`config.mk`:
```
export PLATFORM = sky130hd
export DESIGN_NAME = i2c_master_eeprom_two_byte_access
export DESIGN_NICKNAME = d
export VERILOG_FILES = /design/src/hdl/i2cm_pkg.sv /design/src/hdl/i2c_master_eeprom_two_byte_access.sv /design/src/hdl/i2cm_regs.sv /design/src/hdl/i2cm_seq.sv
export SDC_FILE = /design/constraint.sdc
export NUM_CORES = 1
export LEC_CHECK = 0
export BUFFER_PORTS_ARGS = -buffer_cell sky130_fd_sc_hd__buf_4
export CAP_MARGIN = 20
export CORE_MARGIN = 10
export CORE_UTILIZATION = 51
export DETAILED_ROUTE_END_ITERATION = 16
export PLACE_DENSITY = 0.76
export SLEW_MARGIN = 20
export SYNTH_ARGS = -nofsm -noshare
export SYNTH_HDL_FRONTEND = slang
export SYNTH_HIERARCHICAL = 1
export SYNTH_SLANG_ARGS = --single-unit
```
`constraint.sdc`:
```
create_clock -name i_clk -period 4.65 [get_ports i_clk]
set_input_delay 0.93 -clock i_clk [delete_from_list [all_inputs] [get_ports i_clk]]
set_output_delay 0.93 -clock i_clk [all_outputs]
set_load 0.05 [all_outputs]
```
`src/hdl/i2cm_pkg.sv`:
```
// ----------------------------------------------------------------------------
// i2cm_pkg
// Shared types and constants for the two-byte EEPROM access I2C master.
// ----------------------------------------------------------------------------
package i2cm_pkg;

    // command codes
    localparam logic [1:0] CMD_TICK  = 2'd0;
    localparam logic [1:0] CMD_WRITE = 2'd1;
    localparam logic [1:0] CMD_READ  = 2'd2;

    // register map (byte addresses)
    localparam int         ADDR_W          = 3;
    localparam logic [2:0] ADDR_HOLD_TICKS = 3'd0;
    localparam logic [2:0] ADDR_DEV_ADDR   = 3'd4;

    // reset values
    localparam logic [7:0] HOLD_TICKS_RST = 8'd6;
    localparam logic [6:0] DEV_ADDR_RST   = 7'd80;

    // bus sequencer phases
    typedef enum logic [3:0] {
        PH_IDLE      = 4'd0,
        PH_START_A   = 4'd1,
        PH_START_B   = 4'd2,
        PH_TX_LOW1   = 4'd3,
        PH_TX_LOW2   = 4'd4,
        PH_TX_HIGH   = 4'd5,
        PH_ACKW_HIGH = 4'd6,
        PH_ACKW_LOW  = 4'd7,
        PH_RX_HIGH   = 4'd8,
        PH_RX_LOW    = 4'd9,
        PH_ACKS_LOW  = 4'd10,
        PH_ACKS_HIGH = 4'd11,
        PH_ACKS_REL  = 4'd12,
        PH_STOP_A    = 4'd13,
        PH_STOP_B    = 4'd14
    } t_phase;

    // configuration register contents
    typedef struct packed {
        logic [7:0] hold_ticks;
        logic [6:0] device_address;
    } t_cfg;

    // per-tick result of the sequencer
    typedef struct packed {
        logic       scl;
        logic       sda;
        logic       busy;
        logic       done;
        logic [7:0] read_first;
        logic [7:0] read_second;
    } t_step_res;

endpackage

```
`src/hdl/i2c_master_eeprom_two_byte_access.sv`:
```
// Results: a request is taken into the input register, then moves on into the result
//   register; one request per cycle sustained while i_stall does not hold the result.
// Each request is one bus tick; the sequencer state, held in i2cm_seq, moves
//   on when the request leaves the input register for the result register.
// Reset (synchronous, active low): sequencer idle, SCL and SDA released high,
//   received bytes zero, hold ticks 6, device address 80, both stages empty.
// ----------------------------------------------------------------------------
// i2c_master_eeprom_two_byte_access
// I2C master performing two-byte EEPROM writes and reads, one tick per request.
// ----------------------------------------------------------------------------
module i2c_master_eeprom_two_byte_access
    import i2cm_pkg::*;
(
    input  logic              i_clk,
    input  logic              i_rst_n,
    // request channel
    input  logic              i_valid,
    output logic              o_stall,
    input  logic [1:0]        i_cmd,
    input  logic [7:0]        i_word_address,
    input  logic [7:0]        i_write_first,
    input  logic [7:0]        i_write_second,
    input  logic              i_sda_in,
    // result channel
    output logic              o_valid,
    input  logic              i_stall,
    output logic              o_scl_out,
    output logic              o_sda_out,
    output logic              o_busy_res,
    output logic              o_done_res,
    output logic [7:0]        o_read_first,
    output logic [7:0]        o_read_second,
    // configuration port
    input  logic              psel,
    input  logic              penable,
    input  logic              pwrite,
    input  logic [ADDR_W-1:0] paddr,
    input  logic [31:0]       pwdata,
    output logic [31:0]       prdata,
    output logic              pready
);

    t_cfg       cfg;
    t_step_res  step_res;

    // input register
    logic       r_in_valid;
    logic [1:0] r_cmd;
    logic [7:0] r_word_address;
    logic [7:0] r_write_first;
    logic [7:0] r_write_second;
    logic       r_sda_in;

    logic       r_out_valid;
    logic       adv;      // result register free to load
    logic       load;     // request taken into input register
    logic       step;     // request moves into result register: one bus tick

    assign adv     = !r_out_valid || !i_stall;
    assign o_stall = r_in_valid && !adv;
    assign load    = i_valid && !o_stall;
    assign step    = r_in_valid && adv;

    always_ff @(posedge i_clk) begin
        if (!i_rst_n) begin
            r_in_valid <= 1'b0;
        end else if (load) begin
            r_in_valid <= 1'b1;
        end else if (step) begin
            r_in_valid <= 1'b0;
        end
    end

    always_ff @(posedge i_clk) begin
        if (load) begin
            r_cmd          <= i_cmd;
            r_word_address <= i_word_address;
            r_write_first  <= i_write_first;
            r_write_second <= i_write_second;
            r_sda_in       <= i_sda_in;
        end
    end

    i2cm_regs u_regs (
        .i_clk   (i_clk),
        .i_rst_n (i_rst_n),
        .psel    (psel),
        .penable (penable),
        .pwrite  (pwrite),
        .paddr   (paddr),
        .pwdata  (pwdata),
        .prdata  (prdata),
        .pready  (pready),
        .o_cfg   (cfg)
    );

    i2cm_seq u_seq (
        .i_clk          (i_clk),
        .i_rst_n        (i_rst_n),
        .i_step         (step),
        .i_cmd          (r_cmd),
        .i_word_address (r_word_address),
        .i_write_first  (r_write_first),
        .i_write_second (r_write_second),
        .i_sda_in       (r_sda_in),
        .i_cfg          (cfg),
        .o_res          (step_res)
    );

    // result register
    always_ff @(posedge i_clk) begin
        if (!i_rst_n) begin
            r_out_valid <= 1'b0;
        end else if (adv) begin
            r_out_valid <= r_in_valid;
        end
    end

    always_ff @(posedge i_clk) begin
        if (step) begin
            o_scl_out     <= step_res.scl;
            o_sda_out     <= step_res.sda;
            o_busy_res    <= step_res.busy;
            o_done_res    <= step_res.done;
            o_read_first  <= step_res.read_first;
            o_read_second <= step_res.read_second;
        end
    end

    assign o_valid = r_out_valid;

endmodule

```
`src/hdl/i2cm_regs.sv`:
```
// ----------------------------------------------------------------------------
// i2cm_regs
// APB-style configuration registers: hold ticks and device address.
// ----------------------------------------------------------------------------
module i2cm_regs
    import i2cm_pkg::*;
(
    input  logic              i_clk,
    input  logic              i_rst_n,
    input  logic              psel,
    input  logic              penable,
    input  logic              pwrite,
    input  logic [ADDR_W-1:0] paddr,
    input  logic [31:0]       pwdata,
    output logic [31:0]       prdata,
    output logic              pready,
    output t_cfg              o_cfg
);

    logic [7:0] r_hold_ticks;
    logic [6:0] r_dev_addr;
    logic       wr_en;
    logic       sel_dev;

    assign pready  = 1'b1;
    assign wr_en   = psel & penable & pwrite;
    // decode on the word-select bit only
    assign sel_dev = paddr[2];

    always_ff @(posedge i_clk) begin
        if (!i_rst_n) begin
            r_hold_ticks <= HOLD_TICKS_RST;
            r_dev_addr   <= DEV_ADDR_RST;
        end else if (wr_en) begin
            if (sel_dev == ADDR_DEV_ADDR[2]) begin
                r_dev_addr <= pwdata[6:0];
            end else if (sel_dev == ADDR_HOLD_TICKS[2]) begin
                r_hold_ticks <= pwdata[7:0];
            end
        end
    end

    always_comb begin
        if (sel_dev == ADDR_DEV_ADDR[2]) begin
            prdata = {25'd0, r_dev_addr};
        end else begin
            prdata = {24'd0, r_hold_ticks};
        end
    end

    assign o_cfg.hold_ticks     = r_hold_ticks;
    assign o_cfg.device_address = r_dev_addr;

endmodule

```
`src/hdl/i2cm_seq.sv`:
```
// ----------------------------------------------------------------------------
// i2cm_seq
// Bus sequencer: advances the pin sequence by one tick per step.
// ----------------------------------------------------------------------------
module i2cm_seq
    import i2cm_pkg::*;
(
    input  logic       i_clk,
    input  logic       i_rst_n,
    input  logic       i_step,
    input  logic [1:0] i_cmd,
    input  logic [7:0] i_word_address,
    input  logic [7:0] i_write_first,
    input  logic [7:0] i_write_second,
    input  logic       i_sda_in,
    input  t_cfg       i_cfg,
    output t_step_res  o_res
);

    t_phase     r_phase, n_phase, ph_e;
    logic       r_is_read, n_is_read;
    logic [2:0] r_bit_count, n_bit_count, bc_e;
    logic [2:0] r_byte_index, n_byte_index, bi_e, bi_inc;
    logic [7:0] r_shift, n_shift;
    logic [7:0] r_hold, n_hold, hold_e, hold_inc, limit;
    logic [7:0] r_latched [3];
    logic [7:0] n_latched [3];
    logic [7:0] r_rx [2];
    logic [7:0] n_rx [2];
    logic       r_scl, n_scl, scl_e;
    logic       r_sda, n_sda, sda_e;
    logic       start, busy, hold_end;

    // byte to send for a given byte index
    function automatic logic [7:0] tx_byte(
        input logic [2:0] bi,
        input logic       rd,
        input logic [6:0] dev,
        input logic [7:0] lb0,
        input logic [7:0] lb1,
        input logic [7:0] lb2
    );
        logic [7:0] b;
        if (bi == 3'd0) begin
            b = {dev, 1'b0};
        end else if (rd && bi == 3'd2) begin
            b = {dev, 1'b1};
        end else begin
            case (bi)
                3'd2, 3'd5: b = lb1;
                3'd3, 3'd6: b = lb2;
                default:    b = lb0;
            endcase
        end
        return b;
    endfunction

    // state seen by this tick, with a fresh command folded in
    assign start    = (r_phase == PH_IDLE) && (i_cmd == CMD_WRITE || i_cmd == CMD_READ);
    assign ph_e     = start ? PH_START_A : r_phase;
    assign scl_e    = start ? 1'b1 : r_scl;
    assign sda_e    = start ? 1'b1 : r_sda;
    assign hold_e   = start ? 8'd0 : r_hold;
    assign bi_e     = start ? 3'd0 : r_byte_index;
    assign bc_e     = start ? 3'd0 : r_bit_count;
    assign bi_inc   = bi_e + 3'd1;
    assign busy     = (ph_e != PH_IDLE);
    assign hold_inc = (hold_e == 8'hFF) ? 8'hFF : hold_e + 8'd1;
    assign limit    = (i_cfg.hold_ticks == 8'd0) ? 8'd1 : i_cfg.hold_ticks;
    assign hold_end = busy && (hold_inc >= limit);

    always_comb begin
        n_is_read    = start ? (i_cmd == CMD_READ) : r_is_read;
        n_latched[0] = start ? i_word_address : r_latched[0];
        n_latched[1] = start ? i_write_first  : r_latched[1];
        n_latched[2] = start ? i_write_second : r_latched[2];
    end

    // next phase
    always_comb begin
        n_phase = ph_e;
        if (hold_end) begin
            case (ph_e)
                PH_START_A:   n_phase = PH_START_B;
                PH_START_B:   n_phase = PH_TX_LOW1;
                PH_TX_LOW1:   n_phase = PH_TX_LOW2;
                PH_TX_LOW2:   n_phase = PH_TX_HIGH;
                PH_TX_HIGH:   n_phase = (bc_e == 3'd7) ? PH_ACKW_HIGH : PH_TX_LOW1;
                PH_ACKW_HIGH: n_phase = PH_ACKW_LOW;
                PH_ACKW_LOW: begin
                    if (!n_is_read) begin
                        n_phase = (bi_inc <= 3'd3) ? PH_TX_LOW1 : PH_STOP_A;
                    end else if (bi_inc == 3'd1) begin
                        n_phase = PH_TX_LOW1;
                    end else if (bi_inc == 3'd2) begin
                        n_phase = PH_START_A;
                    end else begin
                        n_phase = PH_RX_HIGH;
                    end
                end
                PH_RX_HIGH:   n_phase = PH_RX_LOW;
                PH_RX_LOW:    n_phase = (bc_e == 3'd7) ? PH_ACKS_LOW : PH_RX_HIGH;
                PH_ACKS_LOW:  n_phase = PH_ACKS_HIGH;
                PH_ACKS_HIGH: n_phase = PH_ACKS_REL;
                PH_ACKS_REL:  n_phase = (bi_inc == 3'd4) ? PH_RX_HIGH : PH_STOP_A;
                PH_STOP_A:    n_phase = PH_STOP_B;
                default:      n_phase = PH_IDLE;
            endcase
        end
    end

    // datapath and pin levels
    always_comb begin
        n_shift      = r_shift;
        n_bit_count  = bc_e;
        n_byte_index = bi_e;
        n_scl        = scl_e;
        n_sda        = sda_e;
        n_hold       = busy ? hold_inc : hold_e;
        n_rx[0]      = r_rx[0];
        n_rx[1]      = r_rx[1];
        o_res.done   = 1'b0;
        if (hold_end) begin
            n_hold = 8'd0;
            case (ph_e)
                PH_START_A: begin
                    n_scl = 1'b1;
                    n_sda = 1'b0;
                end
                PH_START_B: begin
                    n_shift     = tx_byte(bi_e, n_is_read, i_cfg.device_address,
                                          n_latched[0], n_latched[1], n_latched[2]);
                    n_bit_count = 3'd0;
                    n_scl       = 1'b0;
                end
                PH_TX_LOW1: begin
                    n_scl = 1'b0;
                    n_sda = r_shift[7];
                end
                PH_TX_LOW2: n_scl = 1'b1;
                PH_TX_HIGH: begin
                    n_shift = {r_shift[6:0], 1'b0};
                    if (bc_e == 3'd7) begin
                        n_bit_count = 3'd0;
                        n_scl       = 1'b1;
                    end else begin
                        n_bit_count = bc_e + 3'd1;
                        n_scl       = 1'b0;
                    end
                end
                PH_ACKW_HIGH: n_scl = 1'b0;
                PH_ACKW_LOW: begin
                    n_byte_index = bi_inc;
                    if ((!n_is_read && bi_inc <= 3'd3) || (n_is_read && bi_inc == 3'd1)) begin
                        n_shift     = tx_byte(bi_inc, n_is_read, i_cfg.device_address,
                                              n_latched[0], n_latched[1], n_latched[2]);
                        n_bit_count = 3'd0;
                        n_scl       = 1'b0;
                    end else if (!n_is_read) begin
                        n_scl = 1'b1;
                        n_sda = 1'b0;
                    end else if (bi_inc == 3'd2) begin
                        // repeated start
                        n_scl = 1'b1;
                        n_sda = 1'b1;
                    end else begin
                        n_shift     = 8'd0;
                        n_bit_count = 3'd0;
                        n_scl       = 1'b1;
                    end
                end
                PH_RX_HIGH: begin
                    n_shift = {r_shift[6:0], i_sda_in};
                    n_scl   = 1'b0;
                end
                PH_RX_LOW: begin
                    if (bc_e == 3'd7) begin
                        if (bi_e == 3'd4) begin
                            n_rx[1] = r_shift;
                        end else begin
                            n_rx[0] = r_shift;
                        end
                        n_scl = 1'b0;
                        n_sda = (bi_e == 3'd4);  // nack on the last byte
                    end else begin
                        n_bit_count = bc_e + 3'd1;
                        n_scl       = 1'b1;
                    end
                end
                PH_ACKS_LOW:  n_scl = 1'b1;
                PH_ACKS_HIGH: begin
                    n_scl = 1'b0;
                    n_sda = 1'b1;
                end
                PH_ACKS_REL: begin
                    n_byte_index = bi_inc;
                    if (bi_inc == 3'd4) begin
                        n_shift     = 8'd0;
                        n_bit_count = 3'd0;
                        n_scl       = 1'b1;
                    end else begin
                        n_scl = 1'b1;
                        n_sda = 1'b0;
                    end
                end
                PH_STOP_A: begin
                    n_scl = 1'b1;
                    n_sda = 1'b1;
                end
                default: begin
                    n_scl      = 1'b1;
                    n_sda      = 1'b1;
                    o_res.done = 1'b1;
                end
            endcase
        end
        o_res.scl         = scl_e;
        o_res.sda         = sda_e;
        o_res.busy        = busy;
        o_res.read_first  = n_rx[0];
        o_res.read_second = n_rx[1];
    end

    always_ff @(posedge i_clk) begin
        if (!i_rst_n) begin
            r_phase      <= PH_IDLE;
            r_is_read    <= 1'b0;
            r_bit_count  <= 3'd0;
            r_byte_index <= 3'd0;
            r_shift      <= 8'd0;
            r_hold       <= 8'd0;
            r_latched[0] <= 8'd0;
            r_latched[1] <= 8'd0;
            r_latched[2] <= 8'd0;
            r_rx[0]      <= 8'd0;
            r_rx[1]      <= 8'd0;
            r_scl        <= 1'b1;
            r_sda        <= 1'b1;
        end else if (i_step) begin
            r_phase      <= n_phase;
            r_is_read    <= n_is_read;
            r_bit_count  <= n_bit_count;
            r_byte_index <= n_byte_index;
            r_shift      <= n_shift;
            r_hold       <= n_hold;
            r_latched[0] <= n_latched[0];
            r_latched[1] <= n_latched[1];
            r_latched[2] <= n_latched[2];
            r_rx[0]      <= n_rx[0];
            r_rx[1]      <= n_rx[1];
            r_scl        <= n_scl;
            r_sda        <= n_sda;
        end
    end

endmodule
```
==> run summary, run 1 <==
Worst-path clk slew -> 60 ps
Port Buf Inserts -> 72
Die Area -> 0.01940 sq mm
Crit path DAT -> 4240 ps
Crit end category -> register
Core box area -> 0.01393 sq mm
Largest net degree at the start of global routing -> 43
Max_slew headroom -> 47.57%
Vias post-DR -> 5642
Max stage delay cell, worst path -> a2111oi_1
Outcome -> finished clean
Fin. max-slew vios -> 0
Critical Path RT -> 4800 ps
Ys flop type -> edfxtp_1
Leading registers by flop count -> u_seq/r_latched: 24 flops, u_seq/r_rx: 16 flops
Fin crit share -> 87.85%
Initial Utilization -> 52.08%
Seq cells post-synth -> 133
Delay of the slowest cell on the worst path -> 490 ps
Number of cell rows -> 43
Buf+Inv Stages, Crit Path -> 1
HPWL after detailed placement -> 12.80 mm
Vias in the first global route -> 5638
Unrepaired setup endpoints after global routing -> no
Non-filler cells, final -> 959
Startpoint Class -> register
Starting DRT DRC Count -> 679
WP depth -> 13
CTS resizes -> 0
WS Path Type -> reg -> reg
Die Y -> 139.3 microns
P&R area growth vs syn -> 17.38%
Hold Path Class -> reg -> reg
Nets -> 855
Post-route minimum period -> 4085 ps
First-pass GRT wire length -> 28.87 mm
Post-route ant nets -> 0
Post-CTS Hold Fix Bufs -> 0
Most common cell after layout, fill and taps aside -> buf_4
Max Clock Skew -> 8.589 ps
CTS tree -> yes
Util after Layout -> 61.13%
Iteration count of the initial detailed-routing pass -> 5
GRT Total Usage -> 18.15%
CTS Buffer Depth -> 2
Latest clock arrival within the worst-skew pair -> 420 ps
CP Max Fanout -> 9
Critical Path Most Common Cell -> ha_1
H-tree depth -> 4
Placed Instances -> 927
EDFF count, synth -> 87
# fillers -> 1102
Number of flip-flops in the largest register -> 24
Post-synth ARST share -> 0%
Root buf cell -> clkbuf_16
CP Cell Sequence -> ha_1 > inv_1 > a21oi_1 > and3_1 > nand3_1 > o21ai_0 > ha_1 > a211o_1 > a2111oi_1 > nor2_1 > nand2_1 > mux2_2 > nor2b_1
Clk sinks -> 133
Most frequent cells in the layout -> buf_4, edfxtp_1, nand2_1
Antenna violations before repair -> 0
Critical path's top delay family -> compound AO/OA/AOI/OAI gates
Total of max-cap violations -> 0
DRC -> 0
R2r worst-path depth -> 13
Pwr dens -> 368.8 mW/mm^2
Die W -> 139.3 microns
Largest register by flop count -> u_seq/r_latched
Pwr Total -> 3141 uW
Final hold vios -> 0
Yosys warns -> 6
Final setup viols -> 0
Max Clk Rate -> 244.8 MHz
TNS Setup -> 0 ps
GP Congestion -> 0.8723
Sequential-to-total area share from yosys stat -> 48.69%
WL/cell -> 18.57 microns
Grt total ovfl -> 0
Total Wirelength -> 17.81 mm
Hold Crit Depth -> 2
Worst-Margin Slew -> 764.6 ps
Syn Std Cell Area -> 0.007257 sq mm
Hold WS -> 484.6 ps
Layout cells sized above 1 -> 21.95%
Static leakage -> 0.003359 uW
Unique masters post-synth -> 72
Worst VDD drop -> 0.3119 mV
Diode count -> 0
Vias per cell -> 5.883
Setup Buffers After CTS -> 0
# IOs -> 124
Num CTS Buffers -> 17
Synthesized instance count -> 696
Syn avg cell area -> 10.43 sq um
[Yosys cell counts (3+ instances only)]
cell | count | share of area [%]
ha_1 | 20 | 3.4
nand2_1 | 65 | 3.4
o22a_1 | 7 | 0.84
mux2i_1 | 42 | 5.8
nor2_1 | 51 | 2.6
o21ai_0 | 41 | 2.8
nand3_1 | 8 | 0.55
nand4_1 | 4 | 0.34
a32oi_1 | 4 | 0.48
nand2b_1 | 7 | 0.60
nor3_1 | 5 | 0.34
o31ai_1 | 3 | 0.31
xor2_1 | 3 | 0.36
a32o_1 | 4 | 0.55
and2_1 | 5 | 0.43
o311ai_0 | 3 | 0.36
o22ai_1 | 20 | 1.7
inv_1 | 22 | 1.1
clkbuf_1 | 25 | 1.3
o211ai_1 | 4 | 0.41
a311oi_1 | 9 | 1.1
a31oi_1 | 7 | 0.60
o221a_2 | 7 | 1.1
nor2b_1 | 32 | 2.8
dfxtp_1 | 46 | 13
buf_4 | 28 | 2.9
a22oi_1 | 3 | 0.31
edfxtp_1 | 87 | 36
or3_1 | 3 | 0.26
mux2_2 | 23 | 3.6
xnor2_1 | 3 | 0.36
buf_2 | 9 | 0.62
buf_6 | 5 | 0.78
a21oi_1 | 37 | 2.6
o21ai_1 | 3 | 0.21
nor3b_1 | 5 | 0.52
[path summary, 6_finish.rpt]
kind | start | endpoint | slack [ps]
setup / recovery | r_cmd[1] | u_seq/r_rx[0][10] | 560
hold / removal | u_seq/r_byte_index[0] | u_seq/r_byte_index[0] | 480
setup reg to reg | r_cmd[1] | u_seq/r_rx[0][10] | 560
hold reg to reg | u_seq/r_byte_index[0] | u_seq/r_byte_index[0] | 480
[metal layers]
layer / vias up / GRT usage (%) / wire [microns]
met2: 247 / 29.26 / 8469
met1: 2691 / 21.94 / 7562
li1: 2677 / - / -
met3: 27 / 5.920 / 1377
met5: - / 0 / 0
met4: 0 / 7.194 / 402
[worst register-to-register path: stages (launching register included)]
cell and delay, ps:
edfxtp_1 360, ha_1 340, inv_1 80, a21oi_1 270, and3_1 280, nand3_1 250, o21ai_0 180, ha_1 260
a211o_1 280, a2111oi_1 490, nor2_1 130, nand2_1 340, mux2_2 400, nor2b_1 140
[metrics by stage]
step,instance area (sq um),setup slack (ps)
after detailed placement,7885,564.0
after global placement,7885,555.2
after global routing,8518,297.6
after CTS,8518,543.4
after floorplan,7343,194.0
final,8518,564.9
[cell families after synthesis]
logic type,share of synthesized area (%)
and+or+nand+nor,13.93
adders and majority gates,3.448
AOI/OAI and AO/OA,16.97
xor gates and xnor gates,0.7243
muxes,9.362
DFF,48.69
buffers and inverters,6.776
other,0.1035
[cell type report]
| class | instances | area (sq um) | share of cell area, % |
|---|---|---|---|
| inverter | 23 | 86.33 | 1.014 |
| sequential | 133 | 3533 | 41.48 |
| multi-input combinational | 496 | 3327 | 39.06 |
| timing repair buffer | 95 | 713.2 | 8.373 |
| clock buffer | 20 | 456.7 | 5.361 |
| clock inverter | 12 | 176.4 | 2.071 |
| tap | 180 | 225.2 | 2.644 |
[power breakdown]
part           leakage [uW]  internal [uW]  switching, uW
clock              0.000308            926            507
combinational       0.00180            122            247
sequential          0.00125           1320           21.6
total               0.00336           2370            775
Power figures use the tool's default switching activity.
==> run 2: changes to the inputs <==
--- a/config.mk
+++ b/config.mk
@@ -7,11 +7,10 @@
 export LEC_CHECK = 0
 export BUFFER_PORTS_ARGS = -buffer_cell sky130_fd_sc_hd__buf_4
 export CAP_MARGIN = 20
-export CORE_MARGIN = 10
+export CORE_MARGIN = 2
 export CORE_UTILIZATION = 51
 export DETAILED_ROUTE_END_ITERATION = 16
 export PLACE_DENSITY = 0.76
-export SLEW_MARGIN = 20
 export SYNTH_ARGS = -nofsm -noshare
 export SYNTH_HDL_FRONTEND = slang
 export SYNTH_HIERARCHICAL = 1
==> run 2 against run 1 <==
Effect of this change: global-route usage increased by 5.0 points; die area decreased by 22%; register-to-register slack got worse by 120 ps; sequential power about the same; combinational power about the same; cell count decreased by 0.10%; critical path type unchanged; clock skew decreased by 0.82 ps; worst hold slack improved by 3.1 ps; via count decreased by 0.19%; fmax decreased by 2.8%; critical endpoint unchanged.
==> run summary, run 2 (synthesis results as in run 1) <==
Num CTS Buffers -> 17
Max Clock Skew -> 7.764 ps
Most frequent cells in the layout -> buf_4, edfxtp_1, nand2_1
Grt total ovfl -> 0
Hold WS -> 487.7 ps
Total Wirelength -> 17.12 mm
CTS resizes -> 0
Util after Layout -> 60.74%
Pwr Total -> 2952 uW
Max_slew headroom -> 42.14%
Worst-path clk slew -> 60 ps
Crit end category -> register
Largest net degree at the start of global routing -> 43
Vias post-DR -> 5631
Logic pwr share -> 12.4%
Root buf cell -> clkbuf_16
Clk sinks -> 133
Starting DRT DRC Count -> 404
Net Sw Frac -> 25.76%
Worst VDD drop -> 0.3329 mV
Delay of the slowest cell on the worst path -> 530 ps
Area occupied by multi-input gates -> 0.003327 sq mm
DRC -> 0
Worst-Margin Slew -> 862.2 ps
Nets -> 854
WS Path Type -> reg -> reg
HPWL after detailed placement -> 12.07 mm
Critical Path RT -> 4810 ps
Met1 Usage GRT -> 29.96%
Static leakage -> 0.003314 uW
Die W -> 123.3 microns
GR Layer Usage met3 -> 4.797%
Fin. max-slew vios -> 0
CTS tree -> yes
Leading registers by flop count -> u_seq/r_latched: 24 flops, u_seq/r_rx: 16 flops
Final setup viols -> 0
Setup Buffers After CTS -> 0
# IOs -> 124
Die Y -> 123.3 microns
Die Area -> 0.01520 sq mm
Max stage delay cell, worst path -> a2111oi_1
Reg power frac -> 45.4%
Initial Utilization -> 52.28%
Vias per cell -> 5.878
P&R area growth vs syn -> 16.19%
Largest register by flop count -> u_seq/r_latched
Fin crit share -> 90.39%
# fillers -> 1132
Post-route ant nets -> 0
Post-CTS Hold Fix Bufs -> 0
TNS Setup -> 0 ps
CTS Buffer Depth -> 2
Critical path's top delay family -> compound AO/OA/AOI/OAI gates
Placed Instances -> 926
Unrepaired setup endpoints after global routing -> no
Startpoint Class -> register
Crit path DAT -> 4360 ps
NetSw -> 760.4 uW
Most common cell after layout, fill and taps aside -> buf_4
Outcome -> finished clean
Vias in the first global route -> 5306
Sequential Area -> 0.003533 sq mm
Port Buf Inserts -> 72
Iteration count of the initial detailed-routing pass -> 5
Hold Path Class -> reg -> reg
Pwr dens -> 350.1 mW/mm^2
CP Cell Sequence -> inv_1 > ha_1 > inv_1 > a21oi_1 > and3_1 > nand3_1 > o21ai_0 > ha_1 > a211o_1 > a2111oi_1 > nor2_1 > nand2_1 > mux2_2 > nor2b_1
H-tree depth -> 4
Clock power frac -> 42.2%
Int Power -> 2192 uW
First-pass GRT wire length -> 26.72 mm
GRT Total Usage -> 23.12%
Number of flip-flops in the largest register -> 24
Post-route minimum period -> 4203 ps
Core box area -> 0.01388 sq mm
Layout cells sized above 1 -> 21.59%
Latest clock arrival within the worst-skew pair -> 420 ps
Total of max-cap violations -> 0
Antenna violations before repair -> 0
GRT Max-Usage Layer -> met2
Max Clk Rate -> 237.9 MHz
Diode count -> 0
Non-filler cells, final -> 958
Number of cell rows -> 43
CP Max Fanout -> 9
GP Congestion -> 0.9011
GR Util met2 -> 37.23%
Final hold vios -> 0
Buf+Inv Stages, Crit Path -> 2
WL/cell -> 17.87 microns
[run 2: cell count changes in the layout (fill, tap and decap cells not counted)]
cell,change
clkinv_1,-1
clkbuf_8,-1
buf_4,-1
inv_6,-1
clkbuf_1,+3
clkinv_4,+3
bufinv_16,-3
[run 2: layout make-up]
cell class                      instances  share of cell area [%]
Tap cell                              180                   2.671
Inverter                               23                   1.024
Timing Repair Buffer                   94                   8.369
Multi-Input combinational cell        496                   39.46
Sequential cell                       133                   41.91
Clock buffer                           22                   5.387
Clock inverter                         10                   1.187
[run 2: tightest hold or removal path: stages, from the launching register on]
cell and delay [ps]:
dfxtp_1 320, nand2_1 60, mux2i_1 60
[run 2: power groups by stage]
stage,Clock [uW],Combinational [uW],Sequential (uW)
2_1_floorplan,0,251,1390
4_1_cts,1270,364,1340
3_3_place_gp,0,355,1360
3_5_place_dp,0,362,1360
6_report,1250,366,1340
5_1_grt,1320,391,1340
[run 2: metrics by stage]
stage | worst slack [ps] | instance area [sq um]
6_report | 447.0 | 8432
2_1_floorplan | 194.0 | 7343
3_3_place_gp | 550.1 | 7878
4_1_cts | 486.7 | 8432
5_1_grt | 208.8 | 8432
3_5_place_dp | 486.2 | 7878
[run 2: routing by layer]
metal | vias to the layer above | part of all wire, %
met4 | 0 | 3.0
li1 | 2675 | -
met5 | - | 0
met2 | 213 | 48
met3 | 35 | 6.3
met1 | 2708 | 43
[run 2: worst paths after layout]
kind / from / to / slack (ps) / cells past startpoint
max: r_cmd[0] / u_seq/r_rx[0][10] / 450 / 14
max reg2reg: r_cmd[0] / u_seq/r_rx[0][10] / 450 / 14
min: u_regs/r_hold_ticks[0] / u_regs/r_hold_ticks[0] / 490 / 2
min reg2reg: u_regs/r_hold_ticks[0] / u_regs/r_hold_ticks[0] / 490 / 2
==> run 3: changes to the inputs <==
--- a/config.mk
+++ b/config.mk
@@ -5,12 +5,13 @@
 export SDC_FILE = /design/constraint.sdc
 export NUM_CORES = 1
 export LEC_CHECK = 0
+export ABC_AREA = 1
 export BUFFER_PORTS_ARGS = -buffer_cell sky130_fd_sc_hd__buf_4
 export CAP_MARGIN = 20
 export CORE_MARGIN = 2
-export CORE_UTILIZATION = 51
+export CORE_UTILIZATION = 52
 export DETAILED_ROUTE_END_ITERATION = 16
-export PLACE_DENSITY = 0.76
+export PLACE_DENSITY = 0.77
 export SYNTH_ARGS = -nofsm -noshare
 export SYNTH_HDL_FRONTEND = slang
 export SYNTH_HIERARCHICAL = 1
==> run 3 against run 2 <==
Effect of this change: via count rose by 21%; count of clock-buffer cells in the layout is 5 lower; first-iteration DRC count rose by 35%; die area grew 7.5%; cell count is 37% higher; synthesized cell count increased by 50%; critical path depth rose by 3; power grew 12%; flip-flop and latch count did not move; global-route usage is 0.39 points lower; sequential share of layout area down 3.2 points; largest cell class unchanged.
==> run summary, run 3 <==
Num CTS Buffers -> 17
Int Power -> 2381 uW
Worst VDD drop -> 0.4208 mV
WS Path Type -> reg -> reg
First-pass GRT wire length -> 29.07 mm
Final instance area -> 0.009139 sq mm
Area post-placement -> 0.008498 sq mm
Logic pwr share -> 17.2%
Most frequent cells in the layout -> nand2_1, inv_1, nor2_1
Port Buf Inserts -> 72
Max Clk Rate -> 248.6 MHz
Largest net degree at the start of global routing -> 50
NetSw -> 932.5 uW
Most common cell after layout, fill and taps aside -> nand2_1
Core box area -> 0.01509 sq mm
Placed Instances -> 1279
Vias in the first global route -> 6013
# IOs -> 124
Number of flip-flops in the largest register -> 24
Synth top cells by count -> nand2_1, inv_1, nor2_1
WL/cell -> 13.82 microns
H-tree depth -> 4
Sequential-to-total area share from yosys stat -> 44.33%
Post-CTS Hold Fix Bufs -> 0
GRT Total Usage -> 22.72%
TNS Setup -> 0 ps
Syn avg cell area -> 7.642 sq um
Most frequent cell after synthesis -> nand2_1
Root buf cell -> clkbuf_16
Final hold vios -> 0
Reg power frac -> 41.0%
Hold Path Class -> reg -> reg
Synth top area share -> 32.78%
Largest register by flop count -> u_seq/r_latched
Startpoint Class -> register
Pwr Total -> 3313 uW
Die Y -> 127.8 microns
P&R area growth vs syn -> 14.66%
Pwr dens -> 362.5 mW/mm^2
Synth top area cells -> edfxtp_1, nand2_1, dfxtp_1
Setup Buffers After CTS -> 0
Final setup viols -> 0
CTS tree -> yes
Latest clock arrival within the worst-skew pair -> 420 ps
Max stage delay cell, worst path -> o21ai_1
Syn Std Cell Area -> 0.007970 sq mm
Setup crit start -> r_cmd[1]
CTS Buffer Depth -> 2
Vias post-DR -> 6823
R2r worst-path depth -> 17
Total of max-cap violations -> 0
CP Max Fanout -> 18
Net Sw Frac -> 28.15%
Delay of the slowest cell on the worst path -> 580 ps
Crit end category -> register
Worst-Margin Slew -> 658.3 ps
HPWL after detailed placement -> 12.97 mm
DRC -> 0
Die Area -> 0.01633 sq mm
Antenna violations before repair -> 0
R2R Setup Slk -> 630 ps
Seq cells post-synth -> 133
Grt total ovfl -> 0
Fin. max-slew vios -> 0
Total Wirelength -> 18.13 mm
Post-synth ARST share -> 0%
Reg2reg end -> u_seq/r_shift[0]
Static leakage -> 0.004497 uW
Fin crit share -> 86.52%
Diode count -> 0
Ys flop type -> edfxtp_1
Critical Path Most Common Cell -> nor2_1
Initial Utilization -> 52.82%
Outcome -> finished clean
Unique masters post-synth -> 43
Starting DRT DRC Count -> 544
Clock power frac -> 41.8%
Number of cell rows -> 45
Crit path DAT -> 4340 ps
Max_slew headroom -> 55.82%
CP Cell Sequence -> ha_1 > inv_1 > nand3_4 > nand2_1 > inv_1 > ha_1 > ha_1 > o21ai_1 > nor2_1 > inv_1 > o21ai_0 > nor2_1 > nor2_1 > nand2_1 > nand3_1 > nor2_1 > nor2_1
GP Congestion -> 0.9841
Nets -> 1200
Layout cells sized above 1 -> 15.12%
Crit path to -> u_seq/r_shift[0]
Post-route minimum period -> 4023 ps
Clk sinks -> 133
FF-to-FF Start -> r_cmd[1]
Yosys warns -> 6
Max Clock Skew -> 9.193 ps
CTS resizes -> 0
Non-filler cells, final -> 1312
Vias per cell -> 5.200
Synthesized instance count -> 1043
Worst-path clk slew -> 60 ps
Iteration count of the initial detailed-routing pass -> 5
EDFF count, synth -> 87
Leading registers by flop count -> u_seq/r_latched: 24 flops, u_seq/r_rx: 16 flops
Post-synth top area cell -> edfxtp_1
Unrepaired setup endpoints after global routing -> no
Die W -> 127.8 microns
Critical Path RT -> 4960 ps
Post-route ant nets -> 0
==> run 3: final cells by class <==
cell class	instances	area, sq um
well taps	188	235.2
fillers	1378	5951
repair buffers	79	613.1
flip-flops and latches	133	3533
clock buffers	17	425.4
inverters	180	685.7
clock inverters	15	187.7
multi-input cells	700	3458
==> run 3: through the flow <==
step	hold slack, ps	setup slack (ps)	utilization [%]
4_1_cts	460.5	707.1	60.38
6_report	458.6	626.8	60.56
3_5_place_dp	451.8	725.7	56.32
3_3_place_gp	438.4	776.0	56.32
5_1_grt	483.2	253.9	60.56
2_1_floorplan	426.2	938.6	-
==> run 3: cell families after synthesis <==
family	count (synthesis)	share of synthesized area, %
flops	133	44.33
fa+ha+maj	20	3.140
compound gates	114	8.462
simple gates	541	30.57
other cells	2	0.09423
buf+inv	233	13.41
==> run 3: power groups by stage <==
stage               Clock [uW]  Combinational, uW  Sequential (uW)
floorplan                    0                417             1410
global placement             0                553             1380
detailed placement           0                560             1380
CTS                       1400                564             1360
global route              1460                625             1360
finish                    1390                569             1360
==> run 3: critical path: cells and delay by family, from the launching register on <==
family                     cells  cell delay, ps
AOI/OAI and AO/OA              2             690
adders and majority gates      3             920
buffers and inverters          3             560
DFF                            1             370
and+or+nand+nor                9            1320
==> run 3: how the worst min path moves through the flow <==
| stage | from | to | slack, ps | cells after the start |
|---|---|---|---|---|
| 2_1_floorplan | u_seq/r_bit_count[1] | u_seq/r_bit_count[1] | 430 | 2 |
| 3_3_place_gp | u_seq/r_byte_index[1] | u_seq/r_byte_index[1] | 440 | 2 |
| 3_5_place_dp | u_seq/r_byte_index[1] | u_seq/r_byte_index[1] | 450 | 2 |
| 4_1_cts | u_seq/r_byte_index[1] | u_seq/r_byte_index[1] | 460 | 2 |
| 5_1_grt | u_seq/r_bit_count[0] | u_seq/r_bit_count[0] | 480 | 2 |
| 6_report | u_seq/r_bit_count[0] | u_seq/r_bit_count[0] | 460 | 2 |
==> run 3: routing by layer <==
metal | vias to the layer above | global-route usage, % | part of all wire, %
met2 | 248 | 35.95 | 48
met4 | 0 | 7.951 | 1.5
met1 | 3109 | 31.06 | 45
met5 | - | 0 | 0
met3 | 18 | 4.800 | 5.4
li1 | 3448 | - | -
